[config.mk]
export PLATFORM = sky130hd
export DESIGN_NAME = mask_centroid_follow_command
export DESIGN_NICKNAME = d
export VERILOG_FILES = /design/src/mcf_pkg.sv /design/src/mask_centroid_follow_command.sv /design/src/mcf_fifo.sv /design/src/mcf_front.sv /design/src/mcf_back.sv
export SDC_FILE = /design/constraint.sdc
export NUM_CORES = 2
export LEC_CHECK = 0
export ABC_AREA = 0
export BUFFER_PORTS_ARGS = -buffer_cell sky130_fd_sc_hd__buf_2
export CAP_MARGIN = 20
export CORE_ASPECT_RATIO = 1.25
export CORE_MARGIN = 1
export CORE_UTILIZATION = 55
export DETAILED_ROUTE_END_ITERATION = 16
export HOLD_SLACK_MARGIN = 0.1
export PLACE_DENSITY = 0.75
export SLEW_MARGIN = 20
export SYNTH_ARGS = -nofsm -noshare
export SYNTH_HDL_FRONTEND = slang
export SYNTH_SLANG_ARGS = --single-unit
[constraint.sdc]
create_clock -name clk_i -period 11.1 [get_ports clk_i]
set_input_delay 1.11 -clock clk_i [delete_from_list [all_inputs] [get_ports clk_i]]
set_output_delay 1.11 -clock clk_i [all_outputs]
set_load 0.01 [all_outputs]
[src/mcf_pkg.sv]
// ----------------------------------------------------------------------------
// mcf_pkg
// Shared types and constants of the mask centroid follow command block.
// ----------------------------------------------------------------------------
package mcf_pkg;

  localparam int unsigned CFG_AW = 4;
  localparam int unsigned CFG_DW = 32;

  typedef enum logic [1:0] {
    REG_FRAME_WIDTH  = 2'd0,
    REG_FRAME_HEIGHT = 2'd1,
    REG_FORWARD_GAIN = 2'd2,
    REG_TURN_GAIN    = 2'd3
  } reg_idx_e;

  localparam logic [11:0] FRAME_WIDTH_RST  = 12'd960;
  localparam logic [11:0] FRAME_HEIGHT_RST = 12'd540;
  localparam logic [15:0] FORWARD_GAIN_RST = 16'd131;  // 0.002 in Q0.16
  localparam logic [15:0] TURN_GAIN_RST    = 16'd197;  // 0.003 in Q0.16

  typedef logic signed [27:0] speed_t;

  localparam logic signed [47:0] SPEED_HI = 48'sd67108864;
  localparam logic signed [47:0] SPEED_LO = -48'sd67108864;

  typedef struct packed {
    logic          target_found;
    logic [10:0]   centroid_x;
    logic [10:0]   centroid_y;
    logic [22:0]   set_pixel_count;
    speed_t        forward_speed;
    speed_t        turn_speed;
  } result_t;

  function automatic speed_t speed_sat(input logic signed [47:0] v);
    speed_t r;
    if (v > SPEED_HI) begin
      r = speed_t'(SPEED_HI);
    end else if (v < SPEED_LO) begin
      r = speed_t'(SPEED_LO);
    end else begin
      r = speed_t'(v);
    end
    return r;
  endfunction

endpackage

[src/mask_centroid_follow_command.sv]
// ----------------------------------------------------------------------------
// mask_centroid_follow_command
// Binary mask centroid with proportional forward and turn commands.
// ----------------------------------------------------------------------------
// Takes one mask pixel per clock in raster order and gives one result per
// frame after its last pixel. The front end sums set pixel positions at one
// pixel a cycle; completed frames wait in a two-entry queue for the back end,
// which works on one frame at a time with a bit-serial divider, one multiply
// and a saturate step. Input stalls (full high) only while that queue is full,
// which needs frames shorter than the back end's work per frame or results
// left unread.
// Registers: 0x0 frame_width, 0x4 frame_height, 0x8 forward_gain,
// 0xC turn_gain (Q0.16).
module mask_centroid_follow_command #(
  parameter int unsigned MAX_WIDTH  = 2048,
  parameter int unsigned MAX_HEIGHT = 2048
) (
  input  logic                       clk_i,
  input  logic                       rst_ni,
  input  logic                       psel,
  input  logic                       penable,
  input  logic                       pwrite,
  input  logic [mcf_pkg::CFG_AW-1:0] paddr,
  input  logic [mcf_pkg::CFG_DW-1:0] pwdata,
  output logic [mcf_pkg::CFG_DW-1:0] prdata,
  output logic                       pready,
  input  logic                       push,
  output logic                       full,
  input  logic                       pixel_on_i,
  output logic                       empty,
  input  logic                       pop,
  output logic                       target_found_o,
  output logic [10:0]                centroid_x_o,
  output logic [10:0]                centroid_y_o,
  output logic [22:0]                set_pixel_count_o,
  output mcf_pkg::speed_t            forward_speed_o,
  output mcf_pkg::speed_t            turn_speed_o
);

  import mcf_pkg::*;

  localparam int unsigned XW  = $clog2(MAX_WIDTH);
  localparam int unsigned YW  = $clog2(MAX_HEIGHT);
  localparam int unsigned QW  = (XW > YW) ? XW : YW;
  localparam int unsigned CW  = $clog2(MAX_WIDTH * MAX_HEIGHT + 1);
  localparam int unsigned SW  = CW + QW;
  localparam int unsigned HXW = $clog2(MAX_WIDTH / 2 + 1);
  localparam int unsigned HYW = $clog2(MAX_HEIGHT / 2 + 1);
  localparam int unsigned RW  = 2 * SW + CW + HXW + HYW + 32;

  logic [11:0]    frame_width_q, frame_height_q;
  logic [15:0]    forward_gain_q, turn_gain_q;
  reg_idx_e       reg_idx;
  logic           cfg_wr, take;

  logic           rec_valid, rec_full, rec_empty, rec_pop;
  logic [SW-1:0]  f_sum_x, f_sum_y, b_sum_x, b_sum_y;
  logic [CW-1:0]  f_count, b_count;
  logic [HXW-1:0] f_half_w, b_half_w;
  logic [HYW-1:0] f_half_h, b_half_h;
  logic [15:0]    b_fgain, b_tgain;
  logic [RW-1:0]  rec_wdata, rec_rdata;

  logic           res_push, res_full;
  result_t        res_w, res_r;

  // Configuration registers
  assign pready  = 1'b1;
  assign reg_idx = reg_idx_e'(paddr[3:2]);
  assign cfg_wr  = psel && penable && pwrite;

  always_comb begin
    case (reg_idx)
      REG_FRAME_WIDTH:  prdata = CFG_DW'(frame_width_q);
      REG_FRAME_HEIGHT: prdata = CFG_DW'(frame_height_q);
      REG_FORWARD_GAIN: prdata = CFG_DW'(forward_gain_q);
      REG_TURN_GAIN:    prdata = CFG_DW'(turn_gain_q);
      default:          prdata = '0;
    endcase
  end

  always_ff @(posedge clk_i or negedge rst_ni) begin
    if (!rst_ni) begin
      frame_width_q  <= FRAME_WIDTH_RST;
      frame_height_q <= FRAME_HEIGHT_RST;
      forward_gain_q <= FORWARD_GAIN_RST;
      turn_gain_q    <= TURN_GAIN_RST;
    end else if (cfg_wr) begin
      case (reg_idx)
        REG_FRAME_WIDTH:  frame_width_q  <= pwdata[11:0];
        REG_FRAME_HEIGHT: frame_height_q <= pwdata[11:0];
        REG_FORWARD_GAIN: forward_gain_q <= pwdata[15:0];
        REG_TURN_GAIN:    turn_gain_q    <= pwdata[15:0];
        default: ;
      endcase
    end
  end

  assign full = rec_full;
  assign take = push && !rec_full;

  mcf_front #(
    .MAX_WIDTH  (MAX_WIDTH),
    .MAX_HEIGHT (MAX_HEIGHT)
  ) u_front (
    .clk_i          (clk_i),
    .rst_ni         (rst_ni),
    .frame_width_i  (frame_width_q),
    .frame_height_i (frame_height_q),
    .take_i         (take),
    .pixel_on_i     (pixel_on_i),
    .rec_valid_o    (rec_valid),
    .sum_x_o        (f_sum_x),
    .sum_y_o        (f_sum_y),
    .count_o        (f_count),
    .half_w_o       (f_half_w),
    .half_h_o       (f_half_h)
  );

  // Gains are taken with the frame so the back end sees a consistent set
  assign rec_wdata = {f_sum_x, f_sum_y, f_count, f_half_w, f_half_h,
                      forward_gain_q, turn_gain_q};
  assign {b_sum_x, b_sum_y, b_count, b_half_w, b_half_h, b_fgain, b_tgain} = rec_rdata;

  mcf_fifo #(
    .WIDTH (RW),
    .DEPTH (2)
  ) u_rec_fifo (
    .clk_i   (clk_i),
    .rst_ni  (rst_ni),
    .push_i  (rec_valid),
    .wdata_i (rec_wdata),
    .full_o  (rec_full),
    .pop_i   (rec_pop),
    .rdata_o (rec_rdata),
    .empty_o (rec_empty)
  );

  mcf_back #(
    .MAX_WIDTH  (MAX_WIDTH),
    .MAX_HEIGHT (MAX_HEIGHT)
  ) u_back (
    .clk_i          (clk_i),
    .rst_ni         (rst_ni),
    .rec_empty_i    (rec_empty),
    .rec_pop_o      (rec_pop),
    .sum_x_i        (b_sum_x),
    .sum_y_i        (b_sum_y),
    .count_i        (b_count),
    .half_w_i       (b_half_w),
    .half_h_i       (b_half_h),
    .forward_gain_i (b_fgain),
    .turn_gain_i    (b_tgain),
    .res_full_i     (res_full),
    .res_push_o     (res_push),
    .res_o          (res_w)
  );

  mcf_fifo #(
    .WIDTH ($bits(result_t)),
    .DEPTH (2)
  ) u_res_fifo (
    .clk_i   (clk_i),
    .rst_ni  (rst_ni),
    .push_i  (res_push),
    .wdata_i (res_w),
    .full_o  (res_full),
    .pop_i   (pop),
    .rdata_o (res_r),
    .empty_o (empty)
  );

  assign target_found_o    = res_r.target_found;
  assign centroid_x_o      = res_r.centroid_x;
  assign centroid_y_o      = res_r.centroid_y;
  assign set_pixel_count_o = res_r.set_pixel_count;
  assign forward_speed_o   = res_r.forward_speed;
  assign turn_speed_o      = res_r.turn_speed;

endmodule

[src/mcf_fifo.sv]
// ----------------------------------------------------------------------------
// mcf_fifo
// Small register queue with full and empty flags.
// ----------------------------------------------------------------------------
module mcf_fifo #(
  parameter int unsigned WIDTH = 8,
  parameter int unsigned DEPTH = 2
) (
  input  logic             clk_i,
  input  logic             rst_ni,
  input  logic             push_i,
  input  logic [WIDTH-1:0] wdata_i,
  output logic             full_o,
  input  logic             pop_i,
  output logic [WIDTH-1:0] rdata_o,
  output logic             empty_o
);

  localparam int unsigned PW = (DEPTH > 1) ? $clog2(DEPTH) : 1;
  localparam int unsigned NW = $clog2(DEPTH + 1);

  logic [WIDTH-1:0] mem_q [DEPTH];
  logic [PW-1:0]    wr_ptr_q, wr_ptr_d, rd_ptr_q, rd_ptr_d;
  logic [NW-1:0]    num_q, num_d;
  logic             do_push, do_pop;

  assign full_o  = (num_q == NW'(DEPTH));
  assign empty_o = (num_q == '0);
  assign do_push = push_i && !full_o;
  assign do_pop  = pop_i && !empty_o;
  assign rdata_o = mem_q[rd_ptr_q];

  always_comb begin
    wr_ptr_d = wr_ptr_q;
    rd_ptr_d = rd_ptr_q;
    num_d    = num_q;
    if (do_push) begin
      wr_ptr_d = (wr_ptr_q == PW'(DEPTH - 1)) ? '0 : wr_ptr_q + 1'b1;
    end
    if (do_pop) begin
      rd_ptr_d = (rd_ptr_q == PW'(DEPTH - 1)) ? '0 : rd_ptr_q + 1'b1;
    end
    if (do_push && !do_pop) begin
      num_d = num_q + 1'b1;
    end else if (do_pop && !do_push) begin
      num_d = num_q - 1'b1;
    end
  end

  always_ff @(posedge clk_i or negedge rst_ni) begin
    if (!rst_ni) begin
      wr_ptr_q <= '0;
      rd_ptr_q <= '0;
      num_q    <= '0;
    end else begin
      wr_ptr_q <= wr_ptr_d;
      rd_ptr_q <= rd_ptr_d;
      num_q    <= num_d;
    end
  end

  always_ff @(posedge clk_i) begin
    if (do_push) begin
      mem_q[wr_ptr_q] <= wdata_i;
    end
  end

endmodule

[src/mcf_front.sv]
// ----------------------------------------------------------------------------
// mcf_front
// Raster position counters and per-frame sums of set pixel positions.
// ----------------------------------------------------------------------------
module mcf_front #(
  parameter int unsigned MAX_WIDTH  = 2048,
  parameter int unsigned MAX_HEIGHT = 2048,
  localparam int unsigned XW  = $clog2(MAX_WIDTH),
  localparam int unsigned YW  = $clog2(MAX_HEIGHT),
  localparam int unsigned QW  = (XW > YW) ? XW : YW,
  localparam int unsigned CW  = $clog2(MAX_WIDTH * MAX_HEIGHT + 1),
  localparam int unsigned SW  = CW + QW,
  localparam int unsigned HXW = $clog2(MAX_WIDTH / 2 + 1),
  localparam int unsigned HYW = $clog2(MAX_HEIGHT / 2 + 1)
) (
  input  logic           clk_i,
  input  logic           rst_ni,
  input  logic [11:0]    frame_width_i,
  input  logic [11:0]    frame_height_i,
  input  logic           take_i,
  input  logic           pixel_on_i,
  output logic           rec_valid_o,
  output logic [SW-1:0]  sum_x_o,
  output logic [SW-1:0]  sum_y_o,
  output logic [CW-1:0]  count_o,
  output logic [HXW-1:0] half_w_o,
  output logic [HYW-1:0] half_h_o
);

  logic [31:0]   w_eff, h_eff;
  logic [XW-1:0] last_col;
  logic [YW-1:0] last_row;
  logic [XW-1:0] col_q, col_d;
  logic [YW-1:0] row_q, row_d;
  logic [SW-1:0] sum_x_q, sum_x_d, sum_y_q, sum_y_d;
  logic [CW-1:0] cnt_q, cnt_d;
  logic          row_end, frame_end;

  always_comb begin
    w_eff = 32'(frame_width_i);
    h_eff = 32'(frame_height_i);
    if (w_eff == 32'd0) begin
      w_eff = 32'd1;
    end else if (w_eff > 32'(MAX_WIDTH)) begin
      w_eff = 32'(MAX_WIDTH);
    end
    if (h_eff == 32'd0) begin
      h_eff = 32'd1;
    end else if (h_eff > 32'(MAX_HEIGHT)) begin
      h_eff = 32'(MAX_HEIGHT);
    end
  end

  assign last_col  = XW'(w_eff - 32'd1);
  assign last_row  = YW'(h_eff - 32'd1);
  assign half_w_o  = HXW'(w_eff >> 1);
  assign half_h_o  = HYW'(h_eff >> 1);
  assign row_end   = (col_q >= last_col);
  assign frame_end = row_end && (row_q >= last_row);

  always_comb begin
    sum_x_o = sum_x_q;
    sum_y_o = sum_y_q;
    count_o = cnt_q;
    if (pixel_on_i) begin
      sum_x_o = sum_x_q + SW'(col_q);
      sum_y_o = sum_y_q + SW'(row_q);
      count_o = cnt_q + 1'b1;
    end
  end

  assign rec_valid_o = take_i && frame_end;

  always_comb begin
    col_d   = col_q;
    row_d   = row_q;
    sum_x_d = sum_x_q;
    sum_y_d = sum_y_q;
    cnt_d   = cnt_q;
    if (take_i) begin
      if (row_end) begin
        col_d = '0;
        row_d = frame_end ? '0 : row_q + 1'b1;
      end else begin
        col_d = col_q + 1'b1;
      end
      if (frame_end) begin
        sum_x_d = '0;
        sum_y_d = '0;
        cnt_d   = '0;
      end else begin
        sum_x_d = sum_x_o;
        sum_y_d = sum_y_o;
        cnt_d   = count_o;
      end
    end
  end

  always_ff @(posedge clk_i or negedge rst_ni) begin
    if (!rst_ni) begin
      col_q   <= '0;
      row_q   <= '0;
      sum_x_q <= '0;
      sum_y_q <= '0;
      cnt_q   <= '0;
    end else begin
      col_q   <= col_d;
      row_q   <= row_d;
      sum_x_q <= sum_x_d;
      sum_y_q <= sum_y_d;
      cnt_q   <= cnt_d;
    end
  end

endmodule

[src/mcf_back.sv]
// ----------------------------------------------------------------------------
// mcf_back
// Per-frame centroid division, offset gain products and speed saturation.
// ----------------------------------------------------------------------------
module mcf_back #(
  parameter int unsigned MAX_WIDTH  = 2048,
  parameter int unsigned MAX_HEIGHT = 2048,
  localparam int unsigned XW  = $clog2(MAX_WIDTH),
  localparam int unsigned YW  = $clog2(MAX_HEIGHT),
  localparam int unsigned QW  = (XW > YW) ? XW : YW,
  localparam int unsigned CW  = $clog2(MAX_WIDTH * MAX_HEIGHT + 1),
  localparam int unsigned SW  = CW + QW,
  localparam int unsigned HXW = $clog2(MAX_WIDTH / 2 + 1),
  localparam int unsigned HYW = $clog2(MAX_HEIGHT / 2 + 1)
) (
  input  logic             clk_i,
  input  logic             rst_ni,
  input  logic             rec_empty_i,
  output logic             rec_pop_o,
  input  logic [SW-1:0]    sum_x_i,
  input  logic [SW-1:0]    sum_y_i,
  input  logic [CW-1:0]    count_i,
  input  logic [HXW-1:0]   half_w_i,
  input  logic [HYW-1:0]   half_h_i,
  input  logic [15:0]      forward_gain_i,
  input  logic [15:0]      turn_gain_i,
  input  logic             res_full_i,
  output logic             res_push_o,
  output mcf_pkg::result_t res_o
);

  import mcf_pkg::*;

  localparam int unsigned OW  = QW + 2;
  localparam int unsigned PRW = OW + 17;
  localparam int unsigned STW = $clog2(QW + 1);

  typedef enum logic [1:0] {
    ST_IDLE,
    ST_DIV,
    ST_MUL,
    ST_OUT
  } state_e;

  state_e                 state_q;
  logic [SW-1:0]          rem_x_q, rem_y_q, dsh_q;
  logic [QW-1:0]          qx_q, qy_q;
  logic [CW-1:0]          cnt_q;
  logic [STW-1:0]         step_q;
  logic [HXW-1:0]         hw_q;
  logic [HYW-1:0]         hh_q;
  logic [15:0]            fg_q, tg_q;
  logic signed [PRW-1:0]  prod_f_q, prod_t_q;
  logic                   ge_x, ge_y, found;
  logic signed [OW-1:0]   off_x, off_y;

  assign ge_x  = (rem_x_q >= dsh_q);
  assign ge_y  = (rem_y_q >= dsh_q);
  assign off_x = $signed(OW'(hw_q) - OW'(qx_q));
  assign off_y = $signed(OW'(hh_q) - OW'(qy_q));
  assign found = (cnt_q != '0);

  assign rec_pop_o  = (state_q == ST_IDLE) && !rec_empty_i;
  assign res_push_o = (state_q == ST_OUT) && !res_full_i;

  always_comb begin
    res_o                 = '0;
    res_o.set_pixel_count = 23'(cnt_q);
    if (found) begin
      res_o.target_found  = 1'b1;
      res_o.centroid_x    = 11'(qx_q);
      res_o.centroid_y    = 11'(qy_q);
      res_o.forward_speed = speed_sat(48'(prod_f_q));
      res_o.turn_speed    = speed_sat(48'(prod_t_q));
    end
  end

  always_ff @(posedge clk_i or negedge rst_ni) begin
    if (!rst_ni) begin
      state_q  <= ST_IDLE;
      rem_x_q  <= '0;
      rem_y_q  <= '0;
      dsh_q    <= '0;
      qx_q     <= '0;
      qy_q     <= '0;
      cnt_q    <= '0;
      step_q   <= '0;
      hw_q     <= '0;
      hh_q     <= '0;
      fg_q     <= '0;
      tg_q     <= '0;
      prod_f_q <= '0;
      prod_t_q <= '0;
    end else begin
      case (state_q)
        ST_IDLE: begin
          if (!rec_empty_i) begin
            rem_x_q <= sum_x_i;
            rem_y_q <= sum_y_i;
            dsh_q   <= SW'(count_i) << (QW - 1);
            qx_q    <= '0;
            qy_q    <= '0;
            cnt_q   <= count_i;
            hw_q    <= half_w_i;
            hh_q    <= half_h_i;
            fg_q    <= forward_gain_i;
            tg_q    <= turn_gain_i;
            step_q  <= STW'(QW - 1);
            state_q <= ST_DIV;
          end
        end
        ST_DIV: begin
          if (ge_x) begin
            rem_x_q <= rem_x_q - dsh_q;
          end
          if (ge_y) begin
            rem_y_q <= rem_y_q - dsh_q;
          end
          qx_q  <= QW'(qx_q << 1) | QW'(ge_x);
          qy_q  <= QW'(qy_q << 1) | QW'(ge_y);
          dsh_q <= dsh_q >> 1;
          if (step_q == '0) begin
            state_q <= ST_MUL;
          end else begin
            step_q <= step_q - 1'b1;
          end
        end
        ST_MUL: begin
          prod_f_q <= off_y * $signed({1'b0, fg_q});
          prod_t_q <= off_x * $signed({1'b0, tg_q});
          state_q  <= ST_OUT;
        end
        ST_OUT: begin
          if (!res_full_i) begin
            state_q <= ST_IDLE;
          end
        end
        default: begin
          state_q <= ST_IDLE;
        end
      endcase
    end
  end

endmodule

==> metrics <==
post-DP HPWL 93380 um; ys flop type edfxtp_1; Mapped Area 57540 um^2; initial antenna violation count 2; Die Width 291.3 um; clock latency on the worst-skew pair 0.70 ns; asr flop ratio synth 47.17%; post-cts sizing count 0; routed via count 38380; # port buffers 145; Finished Layout Cells 6697; Iter 0 DRT Violations 2483; Critical Path AT 8.92 ns; register area share after synthesis 44.99%; Via density 5.731; CTS hold repair buffers 0; final-report hold violation count 0; global-route wire length before repair 209800 um; area of the core 103700 um^2; vias in the first global route 39280; Slew HR 30.09%; CTS Buf Count 89; Seq cells post-synth 935; Yosys top cell area share 25.78%; postcts setup bufs 0; Worst-Margin Slew 1.045 ns; Commonest cells post-synth nand2_1, inv_1, edfxtp_1; antenna viol nets, final 0; RSZ-0062 raised after global routing no; Post-Syn Instances 5226; Ys Warns 0; nets 5925; area of the multi-input gates 28820 um^2; Final Cell Area 62420 um^2; Worst Path Class, Setup reg2reg; CP Max Fanout 16; die height 363.6 um; H-tree Lvls 3; DRT Pass-1 Iters 6; placed insts 6528; Starting Density 55.48%; clock skew 0.03809 ns; DP Area 59430 um^2; Clock Path Buffers 3; endpoint type of the worst setup path flip-flop; final WL 129500 um; CTS root buf clkbuf_16; critical path's most frequent cell fa_1; placement row count 132; FF+latch area 25900 um^2; I/O pin cnt 181; GRT overflow 0; status complete, no violations; Clock Sinks 935; Unique masters post-synth 96; Total Routing Usage GR 24.90%; Max Cap Viol 0; cell taking the most area after synthesis edfxtp_1; leading post-synthesis cells by cell area edfxtp_1, dfrtp_1, fa_1, ha_1, mux2_2; share of layout cells above drive strength 1 13.11%; Critical Path RT 11.67 ns; syn_area_per_cell 11.01 um^2; Peak Freq 0.1197 GHz; TNS Setup 0 ns; final period utilization 75.24%; Post-synth EDFFs 494; P&R area growth vs syn 8.478%; die area 105900 um^2; clk slew on worst S/H paths 0.07 ns; critical path's slowest cell or4_1; WL/cell 19.34 um; filler cell count 8213; largest net degree at the start of global routing 140; CTS tree done; Final min period 8.351 ns; Startpoint Class flip-flop; # setup viols final 0; HP Class in2async; final slew viol count 0; most numerous cell in the Yosys netlist nand2_1; DRC Markers 0; CP peak stage delay 0.54 ns; gp weighted congestion 0.9201
state kept, by name, summed over array words and instances, names as in the netlist, 23 cells and up:
register          cells
u_back.prod_f_q      29
u_back.prod_t_q      29
u_front.sum_y_q      34
u_back.rem_x_q       34
u_rec_fifo.mem_q    290
u_front.sum_x_q      34
u_back.dsh_q         33
u_back.rem_y_q       34
u_front.cnt_q        23
u_back.cnt_q         23
u_res_fifo.mem_q    204
layout by cell type, fill, tap and decap left out, types with 90 or more instances in the layout:
| cell | netlist | final |
|---|---|---|
| a21oi_1 | 203 | 202 |
| mux2_2 | 258 | 258 |
| and2_1 | 164 | 162 |
| a21o_1 | 91 | 91 |
| edfxtp_1 | 494 | 494 |
| nor2b_1 | 91 | 90 |
| o21ai_0 | 323 | 323 |
| xor2_1 | 95 | 95 |
| inv_1 | 501 | 500 |
| xnor2_1 | 130 | 130 |
| fa_1 | 288 | 288 |
| ha_1 | 314 | 312 |
| buf_2 | 12 | 144 |
| mux2i_1 | 160 | 160 |
| clkbuf_16 | 0 | 92 |
| nor2_1 | 238 | 231 |
| dfrtp_1 | 426 | 424 |
| nand2_1 | 549 | 548 |
routing by layer:
layer / track usage, % / share of wire, %
met5: 0 / 0
met2: 45.14 / 52
met3: 2.744 / 4.3
met4: 9.690 / 3.6
met1: 30.34 / 40
cell families after synthesis:
logic type	after synthesis	share of synthesized area [%]
AND/OR/NAND/NOR	1397	11.72
flip-flops	935	44.99
AO/OA/AOI/OAI	880	9.550
buffers and inverters	755	5.158
adder cells (fa/ha/maj)	602	16.85
multiplexers	430	8.302
XOR/XNOR	225	3.425
other	2	0.01305
worst paths after layout:
path	start	to	slack [ns]	cells past startpoint
max	u_back.qy_q[1]	u_back.prod_f_q[28]	2.75	30
min	rst_ni	u_back.prod_f_q[25]	0.43	1
max reg2reg	u_back.qy_q[1]	u_back.prod_f_q[28]	2.75	30
min reg2reg	u_back.qy_q[9]	u_back.qy_q[10]	0.46	2
max in group asynchronous	rst_ni	u_back.hw_q[9]	8.60	3
min in group clk_i	u_back.qy_q[9]	u_back.qy_q[10]	0.46	2
critical path: cells and delay by family, from the launching register on:
| kind | cells | cell delay (ns) |
|---|---|---|
| AO/OA/AOI/OAI | 12 | 2.54 |
| XOR/XNOR | 1 | 0.10 |
| adder cells (fa/ha/maj) | 7 | 2.85 |
| buffers and inverters | 4 | 0.25 |
| flip-flops | 1 | 0.42 |
| multiplexers | 1 | 0.26 |
| AND/OR/NAND/NOR | 5 | 1.80 |
stage by stage:
stage                     setup slack, ns  hold WS [ns]  utilization, %
after floorplan                    0.4265        0.4459               -
after global placement              2.737        0.4544           57.29
after detailed placement            2.569        0.4648           57.30
after CTS                           2.528        0.4239           60.16
after global routing                2.084        0.4747           60.18
final                               2.749        0.4304           60.18
area by class of cell:
cell class,count,share of cell area (%)
multi-input combinational,3551,46.18
sequential,935,41.49
clock buffer,118,3.941
inverter,502,3.023
tap,1340,2.686
timing repair buffer,200,1.866
clock inverter,50,0.8178
antenna,1,0.004009
Power is not shown: default switching activity piles up to over one toggle a cycle in this logic, so the estimate is an artifact.
